<file path="config.mk">
export PLATFORM = sky130hd
export DESIGN_NAME = rrcm_ram
export DESIGN_NICKNAME = d
export VERILOG_FILES = /design/src/rtl/rrcm_ram.sv
export SDC_FILE = /design/constraint.sdc
export NUM_CORES = 1
export LEC_CHECK = 0
export BUFFER_PORTS_ARGS = -buffer_cell sky130_fd_sc_hd__buf_2
export CAP_MARGIN = 20
export CORE_ASPECT_RATIO = 1.4
export CORE_MARGIN = 5
export CORE_UTILIZATION = 60
export CTS_CLUSTER_DIAMETER = 60
export DETAILED_ROUTE_END_ITERATION = 16
export PLACE_DENSITY_LB_ADDON = 0.12
export SYNTH_ARGS = -nofsm -noshare
export SYNTH_HDL_FRONTEND = slang
export SYNTH_SLANG_ARGS = --single-unit
</file>
<file path="constraint.sdc">
create_clock -name clk_i -period 2.3 [get_ports clk_i]
set_clock_uncertainty 0.05 [all_clocks]
set_input_delay 0.345 -clock clk_i [delete_from_list [all_inputs] [get_ports clk_i]]
set_output_delay 0.345 -clock clk_i [all_outputs]
set_load 0.005 [all_outputs]
</file>
<file path="src/rtl/rrcm_ram.sv">
// Generic single-port-write, single-read synchronous RAM, registered read.
// No dependencies.
module rrcm_ram #(
  parameter int unsigned Width = 8,
  parameter int unsigned Depth = 16
) (
  input  logic                     clk_i,
  input  logic                     we_i,
  input  logic [$clog2(Depth)-1:0] waddr_i,
  input  logic [Width-1:0]         wdata_i,
  input  logic [$clog2(Depth)-1:0] raddr_i,
  output logic [Width-1:0]         rdata_o
);
  logic [Width-1:0] mem [Depth];

  always_ff @(posedge clk_i) begin
    if (we_i) begin
      mem[waddr_i] <= wdata_i;
    end
    rdata_o <= mem[raddr_i];
  end
endmodule

</file>
# --- Yosys cells after proc, flatten, opt, wreduce, memory -nomap -nowiden ---
# Memories as Yosys holds them, arrays and structs flattened. A register that Yosys moved wholly into a read port is not among the register bits.
# Cells that the tools add are included.
op_classes:
  addsub: 0
  n_mul: 0
  n_div: 0
  magnitude_cmp: 0
  n_eq_ne: 0
  n_shift: 0
  n_mux: 2
  n_bitwise: 0
  reduce_logical: 0
op_table:
  columns: ["op", "count"]
  rows:
  - ["two-way mux 1 bit", 2]
word_totals:
  register_bits: 0
  latchBits: 0
  mem_bits_rw: 128
  romBits: 0
  out_inout_bits: 8
  memories: 1
memory_table:
  columns: ["name", "depth", "word_bits", "rd", "rd_clocked_by_memory_dff", "write_ports", "line", "source"]
  rows:
  - ["mem", 16, 8, 1, 1, 1, "14", "logic [Width-1:0] mem [Depth];"]

# --- Logic depth before layout (Yosys ltp) ---
logic_depth:
  depth_word: 2
  ltp_mapped: 5

# --- Worst setup path before layout ---
# OpenSTA, ideal clock, no wires.
synth_timing:
  path_kind: "input -> register"
  start: "in waddr_i[2]"
  end: "mem mem[0][0], enable pin"
  arrival_ns: 1.455
  path_slack_ns: 0.412
  cell_stages: 2
  n_path_buf: 0
  path_cell_list: "or3b_2 nor3_1"
synth_rtl:
  columns: ["element", "line", "source"]
  rows:
  - ["start: declaration", "9", "input logic [$clog2(Depth)-1:0] waddr_i,"]
  - ["end: declaration", "14", null]
# No word-level cell before the write port.

==> results.txt <==
The run finished with clean final reports. The average vias per placed instance is 6.02. Power comes to 5.62 mW.

The level count of the clock H-tree came out at 4. The most critical setup path has its endpoint at rdata_o[3]$_DFF_P_. The pre-antenna-repair detailed-routing pass consisted of 4 iterations. The yosys synthesis warning count came out at 0.

The cell-internal power is 4.56 mW. Setup repair after global routing left no endpoint under its margin. The relative max-transition margin came out at 0.541.

The cell count after placement is 369. The final cell count without fillers is 401. The wire length of the first global-routing pass is 15,200 µm. The DRC violation count after routing came out at 0. Tracing the worst setup path back leads to its startpoint at raddr_i[0]. At the worst endpoint, the required time is 2.53 ns.

Max-cap violations in this run came to 0. The share of total power dissipated in sequential elements is 0.496. After synthesis, the largest family of logic cells by area is multiplexers. The fraction of the cycle the final worst path needs is 0.621.

The type of the tightest min-delay check is in2reg. Power spread over the standard cell area amounts to 927 nW/µm². The fraction of power spent switching nets is 0.189. In this run the deepest clock path goes through 2 buffers. Entering global routing, the biggest net connects 33 pins. For the finished layout, the period the worst path requires is 1.43 ns.

STA classifies the critical path startpoint as an input pin. The detailed router's first-iteration violation count is 197. The number of pins with negative max-slew slack in the final report came out at 0. The area fraction in compound gates after synthesis is 0.0233. The number of gates resized after cts came out at 0.

The HPWL after detailed placement is 5930 µm. In this run the critical register-to-register path is launched from mem[9][3]$_DFFE_PP_. The post-detailed-route wirelength per cell came out at 23.7 µm. The post-CTS setup buffer count came out at 0. The total count of hold-check failures in the final report came to 0.

The endpoint arrival time on the critical path came out at 1.66 ns. The final weighted congestion in routability-driven placement came out at 0.714. The filler cells instantiated in the layout total 525.

The endpoint identified for the worst register-to-register timing path is rdata_o[3]$_DFF_P_. The clock drives 136 sinks. In this run the power spent charging and discharging nets is 1.06 mW.

The path depth of the worst reg2reg path is 3. In this run the vertical extent of the chip is 120 µm. The reg-to-reg setup timing slack came out at 0.90 ns. The remaining global-route overflow came out at 0. In this run the mean area of a mapped cell was 22.5 µm². The fraction of final layout cells sized beyond drive strength 1 is 0.301. The via count of the first global-routing pass was 2,608. In the final design database the tool counted 301 nets. The initial antenna violation count is 0. After detailed routing, the met3 layer carries 477 µm of wire. The post-synthesis share of cell area spent on and, or, nand and nor gates is 0.0318. The achievable clock frequency came out at 700 MHz.

After detailed routing, the met2 layer carries 4990 µm of wire. After detailed routing, the wire length on met1 is 3920 µm. The initial utilization of the core area, before any placement, comes to 0.605. The count of input and output buffers is 25. From synthesis to final layout, the design area changed by 17.8%. In this run the top signal layer used is met4. The width of the die came out at 88.3 µm. The clock input transition at the sequential cells of the worst setup and hold paths came out at 0.05 ns. Once layout is complete, the utilization of the core stands at 0.713. The largest fanout of any net on the critical path came out at 32. The xor and xnor area share after synthesis came out at 0. The clock buffer count from CTS came out at 17. The final setup violation count is 0.

Synthesis instantiated 19 different standard cells from the library. The aggregate global-route resource usage is 0.206. The flop and latch count out of synthesis is 136. The antenna diode count came out at 0. Measured against the total synthesized area, the mux share comes to 0.150. The number of I/O pins came out at 26. The maximum resistive drop on vdd came out at 729 µV. The number of rows in the core area is 40. The worst setup path is of the in2reg kind. The insertion delay of the later-clocked pin in the worst-skew pair is 0.40 ns. The transition time of the tightest slew-check pin is 0.686 ns. For this block, the routed nets add up to 9510 µm of wire. Counting every instance in the synthesized netlist gives 229. The clock tree from TritonCTS is built. The leakage power came out at 2.09 nW. Clock tree synthesis selected as its root buffer the cell clkbuf_16. The share of power burned in the clock network is 0.459. The adder and majority cell fraction of the synthesized area came out at 0. The total area inside the core boundary comes to 8510 µm². The net count of the mapped netlist came out at 247. The detail route stage leaves a number of antenna-violating nets equal to 0. The kind of capture point of the worst setup path is a register.

The power share of the combinational group came out at 0.044. The total vias in the final route came out at 2,415. The share of the Yosys chip area taken by registers is 0.778.

The summed negative setup slack over all endpoints is 0 ns. The post-synthesis instance area is 5150 µm². The die area is 10,600 µm². The hold-fix buffer count after cts is 0.
-- power groups by stage --
stage	clock network, mW	registers (mW)	logic (mW)
2_1_floorplan	0	2.84	0.141
3_3_place_gp	0	2.84	0.245
3_5_place_dp	0	2.84	0.253
4_1_cts	2.62	2.79	0.255
5_1_grt	2.75	2.79	0.276
6_report	2.58	2.79	0.250
-- cell type report --
class | instances | area, µm² | share of cell area
Timing Repair Buffer | 45 | 300 | 0.0495
Clock buffer | 20 | 437 | 0.0720
Multi-Input combinational cell | 83 | 1060 | 0.174
Sequential cell | 136 | 4000 | 0.660
Clock inverter | 12 | 133 | 0.0219
Tap cell | 105 | 131 | 0.0217
-- cells in the mapped netlist --
cell type | instances | area (µm²)
edfxtp_1 | 128 | 3840
mux4_2 | 18 | 405
a22oi_1 | 16 | 120
mux4_1 | 14 | 368
nor2_1 | 13 | 48.8
nand2_1 | 9 | 33.8
dfxtp_1 | 8 | 160
nor3_1 | 4 | 20.0
buf_2 | 3 | 15.0
buf_6 | 3 | 33.8
clkdlybuf4s25_2 | 3 | 30.0
nand2b_1 | 2 | 12.5
nand3b_1 | 2 | 15.0
and2_1 | 1 | 6.26
and2b_1 | 1 | 7.51
buf_4 | 1 | 7.51
nand3_1 | 1 | 5.00
nor2b_1 | 1 | 6.26
or3b_2 | 1 | 8.76
-- cells in the final DEF (no fill, tap or decap), types with 8 or more instances in the layout --
cell / netlist / routed
edfxtp_1: 128 / 128
buf_2: 3 / 25
mux4_2: 18 / 18
buf_4: 1 / 18
clkbuf_16: 0 / 17
a22oi_1: 16 / 16
mux4_1: 14 / 14
nor2_1: 13 / 13
nand2_1: 9 / 9
dfxtp_1: 8 / 8
-- sequential cells by signal, indices dropped and copies added (netlist names) --
name     count
rdata_o      8
mem        128
-- routing by layer --
layer  GRT usage  up-vias
li1            -     1084
met1       0.278     1253
met2       0.325       66
met3      0.0570       12
met4      0.0681        0
met5           0        -
-- critical path: stages --
cell and delay [ns]:
buf_2 0.10, buf_12 0.26, mux4_1 0.59, a22oi_1 0.28, nand2_1 0.08
-- cell families (layout without fill, tap and decap cells) --
logic type | after synthesis | in the layout
muxes | 32 | 32
buffers and inverters | 10 | 77
and+or+nand+nor | 35 | 35
DFF | 136 | 136
AOI/OAI and AO/OA | 16 | 16
-- how the worst min path moves through the flow --
stage,slack (ns),depth (start not counted),startpoint,endpoint
2_1_floorplan,0.39,0,wdata_i[0],mem[0][0]$_DFFE_PP_
3_3_place_gp,0.60,3,mem[7][3]$_DFFE_PP_,rdata_o[3]$_DFF_P_
3_5_place_dp,0.61,3,mem[7][3]$_DFFE_PP_,rdata_o[3]$_DFF_P_
4_1_cts,0.27,1,wdata_i[5],mem[8][5]$_DFFE_PP_
5_1_grt,0.28,1,wdata_i[1],mem[4][1]$_DFFE_PP_
6_report,0.28,1,wdata_i[5],mem[3][5]$_DFFE_PP_
-- stage by stage --
stage                     area, µm²  setup slack (ns)  hold WS, ns
after floorplan                5150             0.412        0.394
after global placement         5490             0.446        0.599
after detailed placement       5490             0.448        0.609
after CTS                      6060             0.873        0.267
after global routing           6060             0.797        0.278
final                          6060             0.871        0.276
No activity file was read; power rests on OpenSTA's default activity.
