File: src/rtl/rrcm_pkg.sv
// Package for the row/column mean profile block.
// Holds the result kind codes, register indexes and the divider request type.
package rrcm_pkg;

  localparam int unsigned CfgIdxBits = 3;
  localparam int unsigned CfgBits    = 12;
  localparam int unsigned PosBits    = 11;
  localparam int unsigned MeanBits   = 24;
  localparam int unsigned KindBits   = 2;

  typedef enum logic [KindBits-1:0] {
    KIND_ROW   = 2'd0,
    KIND_COL   = 2'd1,
    KIND_FRAME = 2'd2
  } kind_e;

  typedef enum logic [CfgIdxBits-1:0] {
    REG_WIDTH  = 3'd0,
    REG_HEIGHT = 3'd1,
    REG_LEFT   = 3'd2,
    REG_RIGHT  = 3'd3,
    REG_TOP    = 3'd4,
    REG_BOTTOM = 3'd5
  } reg_e;

  // One mean to compute: the divider sees this alongside the numerator.
  typedef struct packed {
    kind_e              kind;
    logic [PosBits-1:0] position;
    logic               div_zero;
    logic               div_neg;
  } mean_tag_t;

endpackage

File: src/rtl/rrcm_div.sv
// Restoring bit-serial divider producing a saturated fixed-point mean.
// Depends on rrcm_pkg.
module rrcm_div #(
  parameter int unsigned NumBits = 40,
  parameter int unsigned DenBits = 24
) (
  input  logic                clk_i,
  input  logic                rst_ni,
  input  logic                start_i,
  input  logic [NumBits-1:0]  num_i,
  input  logic [DenBits-1:0]  den_i,
  input  rrcm_pkg::mean_tag_t tag_i,
  output logic                busy_o,
  output logic                done_o,
  output rrcm_pkg::mean_tag_t tag_o,
  output logic [rrcm_pkg::MeanBits-1:0] mean_o
);
  import rrcm_pkg::*;

  localparam int unsigned CntBits = $clog2(NumBits + 1);

  logic [NumBits-1:0] quo_q, quo_d;
  logic [DenBits:0]   rem_q, rem_d;
  logic [DenBits-1:0] den_q;
  logic [CntBits-1:0] cnt_q, cnt_d;
  logic               busy_q, done_q;
  mean_tag_t          tag_q;
  logic [DenBits:0]   trial;

  always_comb begin
    rem_d = {rem_q[DenBits-1:0], quo_q[NumBits-1]};
    quo_d = {quo_q[NumBits-2:0], 1'b0};
    trial = rem_d - {1'b0, den_q};
    if (!trial[DenBits]) begin
      rem_d    = trial;
      quo_d[0] = 1'b1;
    end
    cnt_d = cnt_q - 1'b1;
  end

  always_ff @(posedge clk_i or negedge rst_ni) begin
    if (!rst_ni) begin
      busy_q <= 1'b0;
      done_q <= 1'b0;
      cnt_q  <= '0;
    end else begin
      done_q <= 1'b0;
      if (start_i && !busy_q) begin
        busy_q <= 1'b1;
        cnt_q  <= CntBits'(NumBits);
      end else if (busy_q) begin
        cnt_q <= cnt_d;
        if (cnt_d == '0) begin
          busy_q <= 1'b0;
          done_q <= 1'b1;
        end
      end
    end
  end

  always_ff @(posedge clk_i) begin
    if (start_i && !busy_q) begin
      quo_q <= num_i;
      rem_q <= '0;
      den_q <= den_i;
      tag_q <= tag_i;
    end else if (busy_q) begin
      quo_q <= quo_d;
      rem_q <= rem_d;
    end
  end

  assign busy_o = busy_q || done_q;
  assign done_o = done_q;
  assign tag_o  = tag_q;

  always_comb begin
    if (tag_q.div_zero) begin
      mean_o = '1;
    end else if (tag_q.div_neg) begin
      mean_o = '0;
    end else if (|quo_q[NumBits-1:MeanBits]) begin
      mean_o = '1;
    end else begin
      mean_o = quo_q[MeanBits-1:0];
    end
  end
endmodule

File: config.mk
export PLATFORM = sky130hd
export DESIGN_NAME = rrcm_div
export DESIGN_NICKNAME = d
export VERILOG_FILES = /design/src/rtl/rrcm_pkg.sv /design/src/rtl/rrcm_div.sv
export SDC_FILE = /design/constraint.sdc
export NUM_CORES = 1
export LEC_CHECK = 0
export ABC_AREA = 1
export BUFFER_PORTS_ARGS = -buffer_cell sky130_fd_sc_hd__buf_2
export CAP_MARGIN = 25
export CORE_MARGIN = 2
export CORE_UTILIZATION = 60
export CTS_BUF_LIST = sky130_fd_sc_hd__clkbuf_4 sky130_fd_sc_hd__clkbuf_8
export DETAILED_ROUTE_END_ITERATION = 7
export GPL_TIMING_DRIVEN = 1
export HOLD_SLACK_MARGIN = 0.15
export PLACE_DENSITY = 0.86
export SYNTH_ARGS = -nofsm -noshare
export SYNTH_HDL_FRONTEND = slang
export SYNTH_SLANG_ARGS = --single-unit
File: constraint.sdc
create_clock -name clk_i -period 6.2 [get_ports clk_i]
set_clock_uncertainty 0.05 [all_clocks]
set_input_delay 0.31 -clock clk_i [delete_from_list [all_inputs] [get_ports clk_i]]
set_output_delay 0.31 -clock clk_i [all_outputs]
set_load 0.01 [all_outputs]
# Word level (Yosys, flattened, before mapping)
# Cells that the tools add are included.
[op_classes]
eq_ne = 0
n_lt_le_gt_ge = 0
add_sub_neg = 2
bitwise = 0
reduce_logical = 6
shift = 0
mux = 15
div_mod_pow = 0
multipliers = 0
[op_table]
columns = ["cell", "count"]
rows = [
  ["$mux 24", 4],
  ["$mux 40", 2],
  ["$sub 25x24->25", 1],
  ["$reduce_or 16->1", 1],
  ["$mux 6", 2],
  ["$mux 1", 7],
  ["$logic_not 6->1", 1],
  ["$sub 6x1->6 const B", 1],
  ["$reduce_bool 2->1", 1],
  ["$logic_and 1x1->1", 1],
  ["$logic_not 1->1", 1],
  ["$logic_or 1x1->1", 1],
]
[word_totals]
memories = 0
elab_cells = 33
rom_bits = 0
ramBits = 0
register_bits = 111
latch_bits = 0
in_bits = 82

# Logic depth before layout (Yosys ltp)
[logic_depth]
depth_word = 5
mapped_depth = 17
depth_no_buf = 16

# Least setup slack after synthesis
# No wires, ideal clock.
[synth_path]
kind = "register to register"
from = "register busy_q"
to = "register den_q[0] (enable)"
required_time_ns = 5.732
n_path_buf = 2
period_less_slack_ns = 2.531
setup_slack_ns = 3.669
arrival_time_ns = 2.062
path_stages_with_launch = 4
cell_sequence = "dfrtp_1 -> buf_2 -> nor2_1 -> clkbuf_1"
[synth_between]
elab_chain_len = 2
[synth_rtl]
columns = ["item", "line", "source"]
rows = [
  ["from (decl)", "rrcm_div.sv:26", "logic busy_q, done_q;"],
  ["from (signal assigned)", "rrcm_div.sv:43", "busy_q <= 1'b0;"],
  ["from (signal assigned)", "rrcm_div.sv:49", "busy_q <= 1'b1;"],
  ["from (signal assigned)", "rrcm_div.sv:54", "busy_q <= 1'b0;"],
  ["$logic_not 1->1", "rrcm_div.sv:62", "if (start_i && !busy_q) begin"],
  ["$logic_and 1x1->1", "rrcm_div.sv:62", ""],
  ["to (signal assigned)", "rrcm_div.sv:65", "den_q <= den_i;"],
  ["to (decl)", "rrcm_div.sv:24", "logic [DenBits-1:0] den_q;"],
]
# Every way passes these cells.
# A chain may end at the register's enable or synchronous reset.

# Worst setup path in the final report
[layout_path]
from = "register quo_q[27]"
to = "output port mean_o[7] (netlist bit)"
[layout_between]
elab_chain_len = 4
[layout_rtl]
columns = ["item", "line", "source"]
rows = [
  ["from (decl)", "rrcm_div.sv:22", "logic [NumBits-1:0] quo_q, quo_d;"],
  ["from (signal assigned)", "rrcm_div.sv:63", "quo_q <= num_i;"],
  ["from (signal assigned)", "rrcm_div.sv:68", "quo_q <= quo_d;"],
  ["$reduce_or 16->1", "rrcm_div.sv:82", "end else if (|quo_q[NumBits-1:MeanBits]) begin"],
  ["$mux 24", "rrcm_div.sv:82", ""],
  ["$mux 24", "rrcm_div.sv:80", "end else if (tag_q.div_neg) begin"],
  ["$mux 24", "rrcm_div.sv:78", "if (tag_q.div_zero) begin"],
  ["to (decl)", "rrcm_div.sv:16", "output logic [rrcm_pkg::MeanBits-1:0] mean_o"],
]
# Every way passes these cells.

==> impl_metrics.toml <==
[routing]
drc = 0
viasPerCell = 5.46
drt_iter0_markers = 697
wl_per_cell_um = 15.5
drt_first_pass_iters = 6
wl_mm = 19.2
drtAntennaViolNets = 0
num_vias = 6737

[synthesis]
synth-xor-area-share = 0.0158
yosysWarnings = 0
synthTopCellsByArea = "edfxtp_1, nand2_1, inv_1"
synth_edf_count = 79
synthesis.area_um2 = 6660
synth_top_family_by_area = "simple AND/OR/NAND/NOR gates"
syn_inst = 900
synth_top_cell_by_area = "edfxtp_1"
synth-seq-area-share = 0.459
synth-simple-area-share = 0.337
synth-seq-cells = 111
synth_adder_area_share = 0.0519
async_flop_share = 0.0721
synth_top_flop_cell = "edfxtp_1"
synth_compound_area_frac = 0.0359
synthMuxAreaShare = 0
syn_area_per_cell_um2 = 7.39
syn_nets = 1009
yosysTopAreaCellShare = 0.356
ys_types = 35

[die]
rows = 38
fp.dieH_um = 109
die_area_um2 = 12000
core-area_um2 = 10800
die_x_um = 109
ios = 123
start_util = 0.614

[timing]
setup_ws_ns = 2.89
worst_pin_slew_ns = 0.890
maxSlewHeadroom = 0.407
max_freq_ghz = 0.302
timing.hold.ws_ns = 0.209
setup_violations = 0
finalHoldViolCount = 0
finalCritPeriodShare = 0.534
maxSlewViolCount = 0
finalCriticalPeriod_ns = 3.31
fin_tns_setup_ns = 0
rsz0062_at_grt = "no"

[power_and_ir_drop]
finalPower_mw = 3.75
power.leakage_nw = 4.37
power_density_nw_per_um2 = 447
vdd_drop_max_mv = 0.340

[grt]
grt_pass1_vias = 6433
grt_max_degree = 81
overflow = 0
grt_pass1_wl_mm = 30.0
antenna_found_initial = 0
track_usage = 0.327

[placed_design]
hpwlAfterDp_mm = 11.2
pre_cts_ws_ns = 3.49
gp_congestion = 0.926
post_dp_cell_area_um2 = 7350
portBuffers = 122

[finish]
mostFrequentLayoutCell = "nand2_1"
regArea_um2 = 3050
multi_input_area_um2 = 2940
nets = 1199
fill_cells = 704
final_cell_mix = "nand2_1, inv_1, buf_2, edfxtp_1, dlygate4sd3_1"
stdcell_area_um2 = 8390
antenna_cells = 0
drive_above_1_share = 0.146
syn2layout_area_growth_pct = 26.0

[cts]
clkSinkCount = 111
cts_buffers = 9
htree_levels = 3
cts-root-buf = "clkbuf_8"
cts.path.max_buffers = 2
clk_latency_ns = 0.40
cts_tree = "yes"
cts_resized = 0
clkTransAtPathRegs_ns = 0.12

[hold_path]
hp-class = "in -> reg"

[setup_path]
endpoint_kind = "primary output"
setup.worst_path.start_class = "register"
crit_type = "reg -> out"
worstPathRequired_ns = 5.84
worstPathArrival_ns = 2.95
crit_fanout = 24

[outcome]
outcome = "finished clean"

[flow_run]
drv_cap = 0
-- per-stage QoR --
| step | utilization | instances |
|---|---|---|
| floorplan | - | 900 |
| global placement | 0.678 | 1140 |
| detailed placement | 0.678 | 1140 |
| CTS | 0.768 | 1232 |
| global route | 0.774 | 1235 |
| finish | 0.774 | 1235 |
-- path summary, 6_finish.rpt --
kind,from,end,slack [ns],cells past startpoint
max reg2reg,quo_q[39]$_DFFE_PP_,rem_q[3]$_SDFFE_PP0P_,3.45,14
max,quo_q[27]$_DFFE_PP_,mean_o[7],2.89,5
min reg2reg,rem_q[14]$_SDFFE_PP0P_,rem_q[14]$_SDFFE_PP0P_,0.43,2
min,num_i[29],quo_q[29]$_DFFE_PP_,0.21,3
min in group asynchronous,rst_ni,busy_q$_DFF_PN0_,0.27,2
max in group asynchronous,rst_ni,cnt_q[1]$_DFFE_PN0P_,5.66,2
-- cell families after synthesis --
kind of cell             Yosys count
AND/OR/NAND/NOR                  532
buffers and inverters            172
flip-flops                       111
AO/OA/AOI/OAI                     46
adder cells (fa/ha/maj)           27
XOR/XNOR                          12
-- power by group --
| group | internal, mW | total (mW) | switching (mW) |
|---|---|---|---|
| clock | 0.196 | 0.475 | 0.279 |
| sequential | 1.13 | 1.33 | 0.193 |
| combinational | 0.689 | 1.94 | 1.25 |
-- flip-flops by register name, indices dropped and copies added (netlist names) --
| register | flops |
|---|---|
| cnt_q | 6 |
| den_q | 24 |
| done_o | 1 |
| quo_q | 40 |
| busy_q | 1 |
| rem_q | 24 |
| tag_o | 15 |
-- Yosys cell counts (all sizes together), types with 4 or more instances --
cell type and count:
nor4 4, dfxtp 24, xor2 11, nand2 407, inv 147, edfxtp 79
dfrtp 8, clkbuf 15, o21ai 30, nor2 36, nand4 10, buf 10
nand3b 17, a21oi 12, ha 26, nand3 52
-- metal layers --
layer | part of all wire | routed length, µm | track usage
met3 | 0.084 | 1620 | 0.0729
met2 | 0.51 | 9710 | 0.559
met5 | 0 | 0 | 0
met4 | 0.033 | 631 | 0.150
met1 | 0.38 | 7220 | 0.393
-- final cells by class --
class	count	area share
multi-input cells	617	0.350
clock buffers	9	0.0148
clock inverters	7	0.0104
inverters	147	0.0658
repair buffers	204	0.174
flip-flops and latches	111	0.364
well taps	140	0.0209
-- critical path, cell delays in order, from the launching register on --
cell and delay, ns:
edfxtp_1 0.45, nor4_1 0.44, nand4_1 0.77, o21ai_0 0.59, nand2_1 0.12, buf_2 0.18
-- what timing repair did --
action	in CTS	in global routing
buffers inserted	0	0
endpoints found under the hold margin	83	1
endpoints found under the setup margin	0	0
hold buffers	76	1
Power figures use the tool's default switching activity.
